[config.mk]
export PLATFORM = sky130hd
export DESIGN_NAME = bqd_mul
export DESIGN_NICKNAME = d
export VERILOG_FILES = /design/src/rtl/core/assert_macros.svh /design/src/rtl/core/bqd_pkg.sv /design/src/rtl/core/bqd_mul.sv
export SDC_FILE = /design/constraint.sdc
export NUM_CORES = 2
export LEC_CHECK = 0
export ABC_AREA = 1
export ABC_CLOCK_PERIOD_IN_PS = 10100
export BUFFER_PORTS_ARGS = -buffer_cell sky130_fd_sc_hd__buf_2
export CORE_ASPECT_RATIO = 0.5
export CORE_MARGIN = 4
export CORE_UTILIZATION = 48
export DETAILED_ROUTE_END_ITERATION = 6
export GPL_ROUTABILITY_DRIVEN = 0
export PLACE_DENSITY = 0.62
export SETUP_SLACK_MARGIN = 0.15
export SYNTH_ARGS = -nofsm -noshare
export SYNTH_HDL_FRONTEND = slang
export SYNTH_SLANG_ARGS = --single-unit
[constraint.sdc]
create_clock -name clk -period 10.1 [get_ports clk]
set_input_delay 2.02 -clock clk [delete_from_list [all_inputs] [get_ports clk]]
set_output_delay 2.02 -clock clk [all_outputs]
set_load 0.1 [all_outputs]
[src/rtl/core/assert_macros.svh]
// ---------------------------------------------------------------------------
// Assertion macros shared by the filter RTL.
// Same-cycle and next-cycle implication checks, disabled during reset.
// ---------------------------------------------------------------------------
`ifndef ASSERT_MACROS_SVH
`define ASSERT_MACROS_SVH

// antecedent implies consequent in the same cycle
`define ASSERT_SAME(label, clk, rst, ante, cons, msg) \
  label: assert property (@(posedge clk) disable iff (rst) (ante) |-> (cons)) \
    else $error(msg);

// antecedent implies consequent in the next cycle
`define ASSERT_NEXT(label, clk, rst, ante, cons, msg) \
  label: assert property (@(posedge clk) disable iff (rst) (ante) |=> (cons)) \
    else $error(msg);

`endif

[src/rtl/core/bqd_pkg.sv]
// ---------------------------------------------------------------------------
// bqd_pkg
// Constants, sequencer states and control types of the biquad filter unit.
// ---------------------------------------------------------------------------
package bqd_pkg;

  localparam int SAMPLE_BITS_DEF = 24;
  localparam int CHANNELS_DEF    = 8;
  localparam int CHAN_BITS       = 3;
  localparam int COEF_BITS       = 32;
  localparam int COEF_FRAC       = 28;
  localparam int GUARD_BITS      = 16;
  localparam int STATE_EXTRA     = 24;   // state width over sample width
  localparam int NUM_COEFS       = 5;
  localparam int CFG_IDX_BITS    = 3;
  localparam int MUL_BITS        = 32;
  localparam int PROD_BITS       = 2 * MUL_BITS;
  localparam int ACC_BITS        = PROD_BITS;
  localparam int X_SHIFT         = COEF_FRAC - GUARD_BITS;

  typedef enum logic [3:0] {
    ST_IDLE,
    ST_M0,
    ST_Y,
    ST_S1A,
    ST_S1B,
    ST_S1C,
    ST_S2A,
    ST_S2B,
    ST_S2C,
    ST_DONE
  } seq_state_t;

  // register indexes, also used as coefficient select
  typedef enum logic [CFG_IDX_BITS-1:0] {
    CF_B0,
    CF_B1,
    CF_B2,
    CF_A1,
    CF_A2
  } coef_sel_t;

  typedef enum logic [1:0] {
    OPND_X,
    OPND_YH,
    OPND_YL
  } opnd_t;

  typedef enum logic [2:0] {
    ACC_HOLD,
    ACC_Y,
    ACC_LOAD_D2,
    ACC_LOAD_X,
    ACC_SUB_HI,
    ACC_SUB_LO
  } acc_op_t;

  typedef struct packed {
    logic      mul_en;
    coef_sel_t coef_sel;
    opnd_t     opnd;
    acc_op_t   acc_op;
    logic      read_en;
    logic      s1_save;
    logic      finish;
  } ctl_t;

endpackage

[src/rtl/core/bqd_mul.sv]
// ---------------------------------------------------------------------------
// bqd_mul
// Shared signed 32x32 multiplier with a registered product.
// ---------------------------------------------------------------------------
module bqd_mul (
  input  logic                                   clk,
  input  logic                                   en,
  input  logic signed [bqd_pkg::MUL_BITS-1:0]    coef,
  input  logic signed [bqd_pkg::MUL_BITS-1:0]    opnd,
  output logic signed [bqd_pkg::PROD_BITS-1:0]   prod
);
  import bqd_pkg::*;

  // full-width signed product, held until the next issue
  always_ff @(posedge clk) begin
    if (en) begin
      prod <= coef * opnd;
    end
  end

endmodule

After elaboration in Yosys (flattened, before gate mapping)
Cells that the tools add are included.

Multipliers: 1.

Operators with widths (count): $mul 32x32->64 (1).

Output and inout bits: 64. Logic and storage cells: 2. Bits in registers: 64. Bits of input ports: 66.

Depth between registers and ports, before layout
Word-level depth: 1. Mapped depth: 31. Mapped depth without buffers: 30.

Worst setup path after synthesis
Ideal clock, no wire load.

Kind: input to register. Start: input coef[31] (netlist name). End: register prod[59] (netlist name) (data pin). Stages: 27. Path slack: 1295 ps. Setup time: 253 ps. Buffers on the path: 1. Required time: 9847 ps. Data arrival time: 8552 ps. Cells stage by stage: clkbuf_1 -> nand2_1 -> inv_1 -> fa_1 -> inv_1 -> fa_1 -> inv_1 -> fa_1 -> fa_1 -> inv_1 -> fa_1 -> inv_1 -> fa_1 -> inv_1 -> fa_1 -> fa_1 -> inv_1 -> ha_1 -> nand2_2 -> nor2_1 -> inv_1 -> nor2_1 -> nand2_1 -> nor3_1 -> nand2_1 -> nand4_1 -> nand2_1.

Word-level cells in the longest chain between the ends: 1.

Ends and longest elaborated chain: from (decl) (line bqd_mul.sv:8) `input logic signed [bqd_pkg::MUL_BITS-1:0] coef,`; $mul 32x32->64 (line bqd_mul.sv:17) `prod <= coef * opnd;`; to (signal assigned) (line bqd_mul.sv:17); to (decl) (line bqd_mul.sv:10) `output logic signed [bqd_pkg::PROD_BITS-1:0] prod`.

No other way between the ends. A chain may end at the register's enable or synchronous reset.

Worst setup path in the final report
Start: input opnd[8] (netlist name). End: register prod[54] (netlist name) (data pin).

Word-level cells in the longest chain between the ends: 1.

Ends and longest elaborated chain: from (decl) (line bqd_mul.sv:9) `input logic signed [bqd_pkg::MUL_BITS-1:0] opnd,`; $mul 32x32->64 (line bqd_mul.sv:17).

No other way between the ends.

==> flow_summary_export.csv <==
group,metric,value,unit
status,status,"finished with violations",
status,violations,"DRC",
place,portBuffers,129,
detailed_routing,routed_wl,113000,um
synth,yosys_warnings,0,
detailed_routing,wl_per_cell,18.1,um
synth,synth_area,0.0408,mm2
sta,tightest_slew,1.00,ns
cells_and_area,largest_reg_flops,64,
place,pre_cts_slack,0.707,ns
sta,fmax,110,MHz
cts,cts_resized,0,
sta,drv_slew,0,
detailed_routing,dr.first_iter.drc_count,2804,
detailed_routing,ant_nets,0,
floorplan,core-area,0.0841,mm2
sta,post-route-period-util,0.902,
synth,synth_top_area_cell,"fa_1",
global_routing,antenna_found_initial,5,
floorplan,io_pins,130,
floorplan,die_x,421,um
sta,min_period,9.11,ns
setup_path,crit_start,"opnd[8]",
floorplan,die-area,0.0901,mm2
synth,ys.flop_type,"edfxtp_1",
global_routing,grt_use_total,0.264,
hold_path,hold_path_class,"in -> reg",
setup_path,endpoint_kind,"flop",
synth,synth_cells,5124,
cells_and_area,regMostFlops,"prod",
cts,cts_made_buffers,9,
cells_and_area,drive_gt1_frac,0.0562,
synth,synth_most_common_cell,"inv_1",
synth,netlist.area_leader.share,0.530,
synth,synth_nets,6456,
cts,clkTransAtPathRegs,0.06,ns
cells_and_area,reg_top3,"prod: 64 flops",
global_routing,grt_pass1_vias,33654,
setup_path,start_kind,"primary input",
cells_and_area,fillerInstances,8124,
global_routing,grt_max_degree,65,
sta,finalSetupViolations,0,
cells_and_area,multi_input_comb_area,0.0318,mm2
sta,rsz0062_at_grt,"no",
detailed_routing,drc,2,
cts,clockRootBuffer,"clkbuf_16",
floorplan,rows,75,
cells_and_area,seqCellArea,0.00192,mm2
setup_path,required,10.18,ns
synth,yosys-top-cells-count,"1692 x inv_1, 1504 x nand2_1, 1082 x fa_1",
setup_path,arrival,9.20,ns
place,dp.cells,6240,
sta,holdWs,2.24,ns
place,hpwl,98100,um
detailed_routing,via_per_inst,5.03,
cts,post_cts_buffers,0,
global_routing,overflow,0,
cts,cts_buffer_depth,2,
floorplan,start_util,0.486,
synth,async_flop_share,0,
sta,hold_viol,0,
synth,synth_enable_flop_cells,64,
setup_path,crit_type,"in -> reg",
cells_and_area,area_growth,5.13,%
global_routing,grt_pass1_wl,186000,um
floorplan,fp.dieH,214,um
cts,cts-htree-levels,3,
sta,slew_headroom,0.332,
job,drv_cap,0,
synth,synth.ff_latch_count,64,
cts,clock-sinks,64,
synth,seq_area_frac_synth,0.0471,
sta,setup_slack,0.985,ns
cells_and_area,final_cells,6259,
synth,synth.top_cells.by_area,"fa_1 53%, inv_1 16%, nand2_1 14%, ha_1 5.6%, edfxtp_1 4.7%",
cts,cts_tree,"done",
cells_and_area,nNetsFinal,6467,
sta,setup_tns,0,ns
synth,synth_cell_types,27,
detailed_routing,first_pass_iters,7,
setup_path,crit_path_max_fanout,25,
hold_path,hp-start,"opnd[0]",
cts,ctsHoldBuffers,0,
synth,syn_area_per_cell,7.97,um2
detailed_routing,vias,31477,
[critical path, stage by stage]
cell and delay, ns:
buf_2 0.58, nand2_1 0.29, fa_1 0.68, fa_1 0.76
fa_1 0.44, inv_1 0.42, fa_1 0.54, fa_1 0.52
fa_1 0.49, inv_1 0.05, fa_1 0.45, fa_1 0.51
inv_1 0.04, ha_1 0.38, nand2_1 0.15, nor3_2 0.32
nand2_1 0.13, nor2_1 0.10, nand2_1 0.12, nand4_1 0.11
nand2_1 0.09
[kinds of logic (layout without fill, tap and decap cells)]
kind of cell               after synthesis  after routing  synth area share
AOI/OAI and AO/OA                       95             95            0.0124
xor gates and xnor gates                34             34           0.00729
adders and majority gates             1266           1266             0.587
buffers and inverters                 1892           1908             0.174
DFF                                     64             64            0.0471
other                                    0              3                 0
and+or+nand+nor                       1773           1773             0.173
[cells in the final DEF (no fill, tap or decap), types with 4 or more instances in the layout]
cell / instances
a21oi_1: 62
buf_2: 129
buf_4: 63
clkbuf_16: 9
edfxtp_1: 64
fa_1: 1082
ha_1: 184
inv_1: 1692
inv_2: 8
nand2_1: 1504
nand2_2: 21
nand3_1: 73
nand3_2: 6
nand3b_1: 6
nand4_1: 13
nor2_1: 93
nor2_2: 31
nor3_1: 11
nor3_2: 5
o21ai_0: 17
o21ai_1: 4
o21bai_1: 8
or2_2: 7
xor2_1: 31
[worst paths after layout]
check | cells past startpoint | slack, ns | to
min | 3 | 2.24 | prod[0]$_DFFE_PP_
max | 21 | 0.99 | prod[54]$_DFFE_PP_
[through the flow]
step / area [um2] / util
floorplan: 40800 / -
global placement: 42600 / 0.507
detailed placement: 42600 / 0.507
CTS: 42900 / 0.511
global route: 42900 / 0.511
finish: 42900 / 0.511
[routing by layer]
metal	routed length [um]	global-route usage	share of wire
met2	52300	0.422	0.46
met5	17	0	0.00015
met4	1930	0.0419	0.017
met1	48900	0.393	0.43
met3	10300	0.0338	0.091
[layout make-up]
class / instances / share of cell area
multi-input cells: 3168 / 0.741
inverters: 1700 / 0.149
flip-flops and latches: 64 / 0.0448
well taps: 1116 / 0.0325
repair buffers: 192 / 0.0260
clock buffers: 9 / 0.00524
clock inverters: 7 / 0.00163
diodes: 3 / 0.000175
Power is left out: the tool's default activity adds up to more than one toggle a clock period on the data nets, which glitch-free logic cannot reach.
