--- src/rtl/core/assert_macros.svh ---
// ---------------------------------------------------------------------------
// Assertion macros shared by the filter RTL.
// Same-cycle and next-cycle implication checks, disabled during reset.
// ---------------------------------------------------------------------------
`ifndef ASSERT_MACROS_SVH
`define ASSERT_MACROS_SVH

// antecedent implies consequent in the same cycle
`define ASSERT_SAME(label, clk, rst, ante, cons, msg) \
  label: assert property (@(posedge clk) disable iff (rst) (ante) |-> (cons)) \
    else $error(msg);

// antecedent implies consequent in the next cycle
`define ASSERT_NEXT(label, clk, rst, ante, cons, msg) \
  label: assert property (@(posedge clk) disable iff (rst) (ante) |=> (cons)) \
    else $error(msg);

`endif

--- src/rtl/core/bqd_pkg.sv ---
// ---------------------------------------------------------------------------
// bqd_pkg
// Constants, sequencer states and control types of the biquad filter unit.
// ---------------------------------------------------------------------------
package bqd_pkg;

  localparam int SAMPLE_BITS_DEF = 24;
  localparam int CHANNELS_DEF    = 8;
  localparam int CHAN_BITS       = 3;
  localparam int COEF_BITS       = 32;
  localparam int COEF_FRAC       = 28;
  localparam int GUARD_BITS      = 16;
  localparam int STATE_EXTRA     = 24;   // state width over sample width
  localparam int NUM_COEFS       = 5;
  localparam int CFG_IDX_BITS    = 3;
  localparam int MUL_BITS        = 32;
  localparam int PROD_BITS       = 2 * MUL_BITS;
  localparam int ACC_BITS        = PROD_BITS;
  localparam int X_SHIFT         = COEF_FRAC - GUARD_BITS;

  typedef enum logic [3:0] {
    ST_IDLE,
    ST_M0,
    ST_Y,
    ST_S1A,
    ST_S1B,
    ST_S1C,
    ST_S2A,
    ST_S2B,
    ST_S2C,
    ST_DONE
  } seq_state_t;

  // register indexes, also used as coefficient select
  typedef enum logic [CFG_IDX_BITS-1:0] {
    CF_B0,
    CF_B1,
    CF_B2,
    CF_A1,
    CF_A2
  } coef_sel_t;

  typedef enum logic [1:0] {
    OPND_X,
    OPND_YH,
    OPND_YL
  } opnd_t;

  typedef enum logic [2:0] {
    ACC_HOLD,
    ACC_Y,
    ACC_LOAD_D2,
    ACC_LOAD_X,
    ACC_SUB_HI,
    ACC_SUB_LO
  } acc_op_t;

  typedef struct packed {
    logic      mul_en;
    coef_sel_t coef_sel;
    opnd_t     opnd;
    acc_op_t   acc_op;
    logic      read_en;
    logic      s1_save;
    logic      finish;
  } ctl_t;

endpackage

--- src/rtl/core/bqd_seq.sv ---
// ---------------------------------------------------------------------------
// bqd_seq
// Step sequencer: schedules the seven products and the accumulator ops.
// ---------------------------------------------------------------------------
`include "assert_macros.svh"

module bqd_seq (
  input  logic          clk,
  input  logic          rst,
  input  logic          start,
  input  logic          out_free,
  output logic          ready,
  output bqd_pkg::ctl_t ctl
);
  import bqd_pkg::*;

  seq_state_t state, state_next;

  // state register
  always_ff @(posedge clk) begin
    if (rst) begin
      state <= ST_IDLE;
    end else begin
      state <= state_next;
    end
  end

  // next state
  always_comb begin
    state_next = state;
    case (state)
      ST_IDLE: if (start) state_next = ST_M0;
      ST_M0:   state_next = ST_Y;
      ST_Y:    state_next = ST_S1A;
      ST_S1A:  state_next = ST_S1B;
      ST_S1B:  state_next = ST_S1C;
      ST_S1C:  state_next = ST_S2A;
      ST_S2A:  state_next = ST_S2B;
      ST_S2B:  state_next = ST_S2C;
      ST_S2C:  state_next = ST_DONE;
      ST_DONE: if (out_free) state_next = ST_IDLE;
      default: state_next = ST_IDLE;
    endcase
  end

  // step outputs: multiply issued this step, accumulate of last product
  always_comb begin
    ready        = 1'b0;
    ctl          = '0;
    ctl.coef_sel = CF_B0;
    ctl.opnd     = OPND_X;
    ctl.acc_op   = ACC_HOLD;
    case (state)
      ST_IDLE: begin
        ready = 1'b1;
      end
      ST_M0: begin
        ctl.mul_en  = 1'b1;
        ctl.read_en = 1'b1;
      end
      ST_Y: begin
        ctl.acc_op   = ACC_Y;
        ctl.mul_en   = 1'b1;
        ctl.coef_sel = CF_B1;
      end
      ST_S1A: begin
        ctl.acc_op   = ACC_LOAD_D2;
        ctl.mul_en   = 1'b1;
        ctl.coef_sel = CF_A1;
        ctl.opnd     = OPND_YH;
      end
      ST_S1B: begin
        ctl.acc_op   = ACC_SUB_HI;
        ctl.mul_en   = 1'b1;
        ctl.coef_sel = CF_A1;
        ctl.opnd     = OPND_YL;
      end
      ST_S1C: begin
        ctl.acc_op   = ACC_SUB_LO;
        ctl.mul_en   = 1'b1;
        ctl.coef_sel = CF_B2;
      end
      ST_S2A: begin
        ctl.acc_op   = ACC_LOAD_X;
        ctl.s1_save  = 1'b1;
        ctl.mul_en   = 1'b1;
        ctl.coef_sel = CF_A2;
        ctl.opnd     = OPND_YH;
      end
      ST_S2B: begin
        ctl.acc_op   = ACC_SUB_HI;
        ctl.mul_en   = 1'b1;
        ctl.coef_sel = CF_A2;
        ctl.opnd     = OPND_YL;
      end
      ST_S2C: begin
        ctl.acc_op = ACC_SUB_LO;
      end
      ST_DONE: begin
        ctl.finish = out_free;
      end
      default: begin
        ready = 1'b0;
      end
    endcase
  end

  `ASSERT_NEXT(a_start_busy, clk, rst, start, !ready, "sequencer ready right after a start")
  `ASSERT_NEXT(a_done_wait, clk, rst, (state == ST_DONE) && !out_free, state == ST_DONE, "left done while output busy")

endmodule

--- config.mk ---
export PLATFORM = sky130hd
export DESIGN_NAME = bqd_seq
export DESIGN_NICKNAME = d
export VERILOG_FILES = /design/src/rtl/core/bqd_pkg.sv /design/src/rtl/core/bqd_seq.sv
export VERILOG_INCLUDE_DIRS = /design/src /design/src/rtl/core
export SDC_FILE = /design/constraint.sdc
export NUM_CORES = 1
export LEC_CHECK = 0
export BUFFER_PORTS_ARGS = -buffer_cell sky130_fd_sc_hd__clkbuf_2
export CAP_MARGIN = 20
export CORE_AREA = 2 2 39 41
export CTS_CLUSTER_DIAMETER = 200
export DETAILED_ROUTE_END_ITERATION = 16
export DIE_AREA = 0 0 41 43
export PLACE_DENSITY = 0.66
export SLEW_MARGIN = 30
export SYNTH_ARGS = -nofsm -noshare
export SYNTH_HDL_FRONTEND = slang
export SYNTH_SLANG_ARGS = --single-unit
--- constraint.sdc ---
create_clock -name clk -period 1.9 [get_ports clk]
set_clock_uncertainty 0.05 [all_clocks]
set_input_delay 0.095 -clock clk [delete_from_list [all_inputs] [get_ports clk]]
set_output_delay 0.095 -clock clk [all_outputs]
set_load 0.05 [all_outputs]
Word-level counts from Yosys, hierarchy flattened
Cells that the tools add are included.
Widths: inputs -> output; s select.

word-level totals
  flip-flop bits (word level) = 4
  output and inout port bits = 13
  logic and storage cells = 31

cells by class
  equal/unequal tests = 11
  muxes and demuxes = 11
  reductions and logical operators = 8

operators with widths
  kind                count
  $pmux 4 s10         1
  $eq 4x3->1 const B  4
  $pmux 3 s5          1
  $pmux 3 s4          1
  $reduce_or 2->1     5
  $eq 4x2->1 const B  2
  $eq 4x4->1 const B  2
  $mux 4              2
  $reduce_or 7->1     1
  $mux 1              5
  $eq 4x1->1 const B  1
  $logic_not 4->1     1
  $ne 2x2->1 const B  2
  $pmux 2 s2          1
  $reduce_and 2->1    1

Depth between registers and ports, before layout
  depth in word-level cells = 3
  gate-level depth with buffers = 4

Least setup slack after synthesis
No wires, ideal clock.

  kind = flip-flop to flip-flop
  start point = register state[2]
  end point = register state[3]
  arrival time = 2.256 ns
  data required time = 1.638 ns
  path slack = -0.618 ns
  cell stages (with the launch flop) = 4
  path buffers = 1
  cell sequence = dfxtp_1 buf_6 nor4_1 a221oi_1

on the way
  cells in the longest elaborated chain, start to end = 3
  elaborated cells on any way between the ends = 14

ends and longest elaborated chain
  what                                           RTL line       source
  from (decl)                                    bqd_seq.sv:17  seq_state_t state, state_next;
  from (signal assigned)                         bqd_seq.sv:24  state <= state_next;
  $eq 4x4->1 or $logic_not 4->1 (tied branches)  bqd_seq.sv:31  case (state)
  $ne 2x2->1 (no line)                           --
  $reduce_and 2->1 (no line)                     --

Several ways; a longest one is shown, not always the timed one.
A chain may end at the register's enable or synchronous reset.

==> insert_results.sql <==
INSERT INTO impl_metrics (metric_group, metric, value, unit) VALUES
('outcome', 'run_status', 'finished, final reports clean', ''),
('pwr', 'powerDensity', '1275', 'nW/µm²'),
('sta', 'slew_violations', '0', ''),
('cts', 'longest_clk_path_bufs', '2', ''),
('floorplanning', 'initial_core_util', '28.66', '%'),
('finish', 'layout_commonest_cell', 'sky130_fd_sc_hd__clkbuf_2', ''),
('floorplanning', 'floorplan.rows', '14', ''),
('floorplanning', 'dieArea', '1763', 'µm²'),
('run', 'max_cap_viol_count', '0', ''),
('global_route', 'number_of_antenna_violations_at_the_first_check_in_global_routing', '0', ''),
('routing', 'highest_signal_layer', 'met4', ''),
('logic_synthesis', 'post_synth_inst_count', '52', ''),
('floorplanning', 'die_height', '43', 'µm'),
('global_route', 'global_route_total_overflow', '0', ''),
('cts', 'post_cts.repair.setup_buffers', '0', ''),
('cts', 'post_cts_resized', '0', ''),
('floorplanning', 'chipWidth', '41', 'µm'),
('finish', 'largest-register', 'state', ''),
('sta', 'period_needed', '1.740', 'ns'),
('routing', 'post-route-drc-count', '0', ''),
('sta', 'hold_slack', '0.03346', 'ns'),
('cts', 'clk_root_buffer_cell', 'sky130_fd_sc_hd__clkbuf_4', ''),
('finish', 'reg.largest.list', 'state: 4 flops', ''),
('placement', 'globalplace.congestion', '0.7145', ''),
('placement', 'dp_hpwl', '630.1', 'µm'),
('cts', 'cts-hold-fix-buffers', '0', ''),
('sta', 'finalSetupTns', '0', 'ns'),
('routing', 'post_drt_via_cell_ratio', '4.783', ''),
('cts', 'tritoncts.num_buffers', '3', ''),
('floorplanning', 'design.portCount', '17', ''),
('routing', 'totalWireLength', '832', 'µm'),
('global_route', 'gr-usage-all-layers', '11.77', '%'),
('logic_synthesis', 'yosys.cell_types.count', '27', ''),
('finish', 'layout_cells_sized_above_1', '38.81', '%'),
('floorplanning', 'fp.coreArea', '1384', 'µm²'),
('setup_path', 'reg2reg_slack', '0.63', 'ns'),
('sta', 'setup_repair_after_global_routing_missed_its_margin', 'false', ''),
('setup_path', 'cpMaxStageDelayCell', 'sky130_fd_sc_hd__dfxtp_1', ''),
('routing', 'drt-initial-drc-count', '8', ''),
('finish', 'register_area', '81.33', 'µm²'),
('setup_path', 'endpoint_kind', 'output port', ''),
('sta', 'max_freq', '574.7', 'MHz'),
('setup_path', 'critical_path.top_delay_family', 'flip-flops', ''),
('finish', 'diodes', '0', ''),
('routing', 'route.layer.met1.wl', '407', 'µm'),
('finish', 'area_growth_syn_to_layout', '22.40', '%'),
('finish', 'most-common-layout-cells', '16 x sky130_fd_sc_hd__clkbuf_2, 7 x sky130_fd_sc_hd__nor2_1, 4 x sky130_fd_sc_hd__nand2_1', ''),
('logic_synthesis', 'seq_area_frac_synth', '20.19', '%'),
('sta', 'final_report_setup_violation_count', '0', ''),
('routing', 'drt_antenna_net_count', '0', ''),
('setup_path', 'timing.critical_path.fanout_max', '14', ''),
('setup_path', 'cp_data_arrival_time', '1.59', 'ns'),
('sta', 'timing.final.hold_violations', '0', ''),
('setup_path', 'reg2reg_to', 'state[3]$_SDFFE_PP0P_', ''),
('hold_path', 'hold_end', 'state[1]$_SDFFE_PP0P_', ''),
('logic_synthesis', 'synth_area_per_cell', '7.627', 'µm²'),
('setup_path', 'crit_path_cell_trace', 'and2b_1, a21oi_1, o21ai_1, clkbuf_2', ''),
('finish', 'fill_cells', '146', ''),
('global_route', 'pin_count_of_the_biggest_net_entering_global_routing', '16', ''),
('placement', 'portBuffers', '16', ''),
('cts', 'worst_setup_hold_path_clk_slew', '0.04', 'ns'),
('setup_path', 'timing.critical_path.slowest_cell_delay', '0.65', 'ns'),
('logic_synthesis', 'postSynthNetCount', '56', ''),
('finish', 'largest_register_ff_count', '4', ''),
('logic_synthesis', 'syn_area', '396.6', 'µm²'),
('setup_path', 'worstReg2RegStart', 'state[3]$_SDFFE_PP0P_', ''),
('routing', 'routed-wl-met3', '52', 'µm'),
('setup_path', 'cp_num_buf_inv', '1', ''),
('logic_synthesis', 'synth-seq-cells', '4', ''),
('cts', 'numClockSinks', '4', ''),
('cts', 'tritoncts', 'done', '');
## per-stage QoR
step	util [%]	power, W	setup slack (ns)	std cells
final	35.08	0.0006188	0.1600	83
after global routing	35.08	0.0006581	0.02951	83
after CTS	34.99	0.0006232	0.1356	83
after detailed placement	33.36	0.0005123	0.3869	80
after global placement	33.36	0.0005103	0.4002	80
after floorplan	-	0.0004652	0.02957	52
## worst max path at each step
stage / startpoint / endpoint / slack [ns] / cells after the start
floorplan: state[3]$_SDFFE_PP0P_ / ctl[5] / 0.03 / 4
global placement: state[0]$_SDFFE_PP0P_ / ctl[5] / 0.40 / 3
detailed placement: state[1]$_SDFFE_PP0P_ / ctl[3] / 0.39 / 4
CTS: state[1]$_SDFFE_PP0P_ / ctl[3] / 0.14 / 4
global route: state[1]$_SDFFE_PP0P_ / ctl[3] / 0.03 / 4
finish: state[1]$_SDFFE_PP0P_ / ctl[3] / 0.16 / 4
## cell usage after synthesis
library cell	n	area [µm²]
sky130_fd_sc_hd__nor2_1	7	26.28
sky130_fd_sc_hd__dfxtp_1	4	80.08
sky130_fd_sc_hd__nand2_1	4	15.01
sky130_fd_sc_hd__a21oi_1	3	15.01
sky130_fd_sc_hd__buf_6	3	33.78
sky130_fd_sc_hd__inv_1	3	11.26
sky130_fd_sc_hd__nor3_1	3	15.01
sky130_fd_sc_hd__o21ai_1	3	15.01
sky130_fd_sc_hd__and2_1	2	12.51
sky130_fd_sc_hd__and2b_1	2	15.01
sky130_fd_sc_hd__and3_1	2	12.51
sky130_fd_sc_hd__a21boi_2	1	11.26
sky130_fd_sc_hd__a221oi_1	1	8.760
sky130_fd_sc_hd__buf_4	1	7.510
sky130_fd_sc_hd__nand3_2	1	10.01
sky130_fd_sc_hd__nand3b_1	1	7.510
sky130_fd_sc_hd__nor2_4	1	11.26
sky130_fd_sc_hd__nor2b_1	1	6.260
sky130_fd_sc_hd__nor3b_1	1	7.510
sky130_fd_sc_hd__nor3b_2	1	12.51
sky130_fd_sc_hd__nor4_1	1	6.260
sky130_fd_sc_hd__o211a_1	1	10.01
sky130_fd_sc_hd__o21a_1	1	7.510
sky130_fd_sc_hd__o21ai_0	1	5.000
sky130_fd_sc_hd__xnor2_1	1	8.760
sky130_fd_sc_hd__xor2_1	1	8.760
sky130_fd_sc_hd__xor2_2	1	16.27
## worst register-to-register path, stage by stage (launching register included)
cell	delay, ns
sky130_fd_sc_hd__dfxtp_1	0.56
sky130_fd_sc_hd__a21boi_2	0.25
sky130_fd_sc_hd__o21ai_1	0.07
sky130_fd_sc_hd__a221oi_1	0.25
## power breakdown
group	leakage, nW	switching [W]	internal (W)
Sequential	0.0331	0.0000581	0.000100
Combinational	0.198	0.000251	0.000101
Clock	0.0138	0.0000375	0.0000708
Total	0.245	0.000347	0.000272
## kinds of logic (layout without fill, tap and decap cells)
group / count (synthesis) / count (layout) / share of synthesized area [%]
buffers and inverters: 7 / 22 / 13.25
and+or+nand+nor: 27 / 27 / 39.75
DFF: 4 / 4 / 20.19
AOI/OAI and AO/OA: 11 / 11 / 18.29
xor gates and xnor gates: 3 / 3 / 8.519
## layout make-up
cell class                      instances  share of cell area, %
Tap cell                               16                  4.124
Sequential cell                         4                  16.75
Clock buffer                            3                  4.639
Multi-Input combinational cell         41                  55.67
Timing Repair Buffer                   16                  16.49
Inverter                                3                  2.320
## layer usage
metal / vias to the layer above / track usage (%)
met2: 14 / 15.63
met5: - / 0
met3: 3 / 3.141
met4: 0 / 10.00
li1: 206 / -
met1: 174 / 14.89
Note: power is estimated with default switching activity, not from simulation.
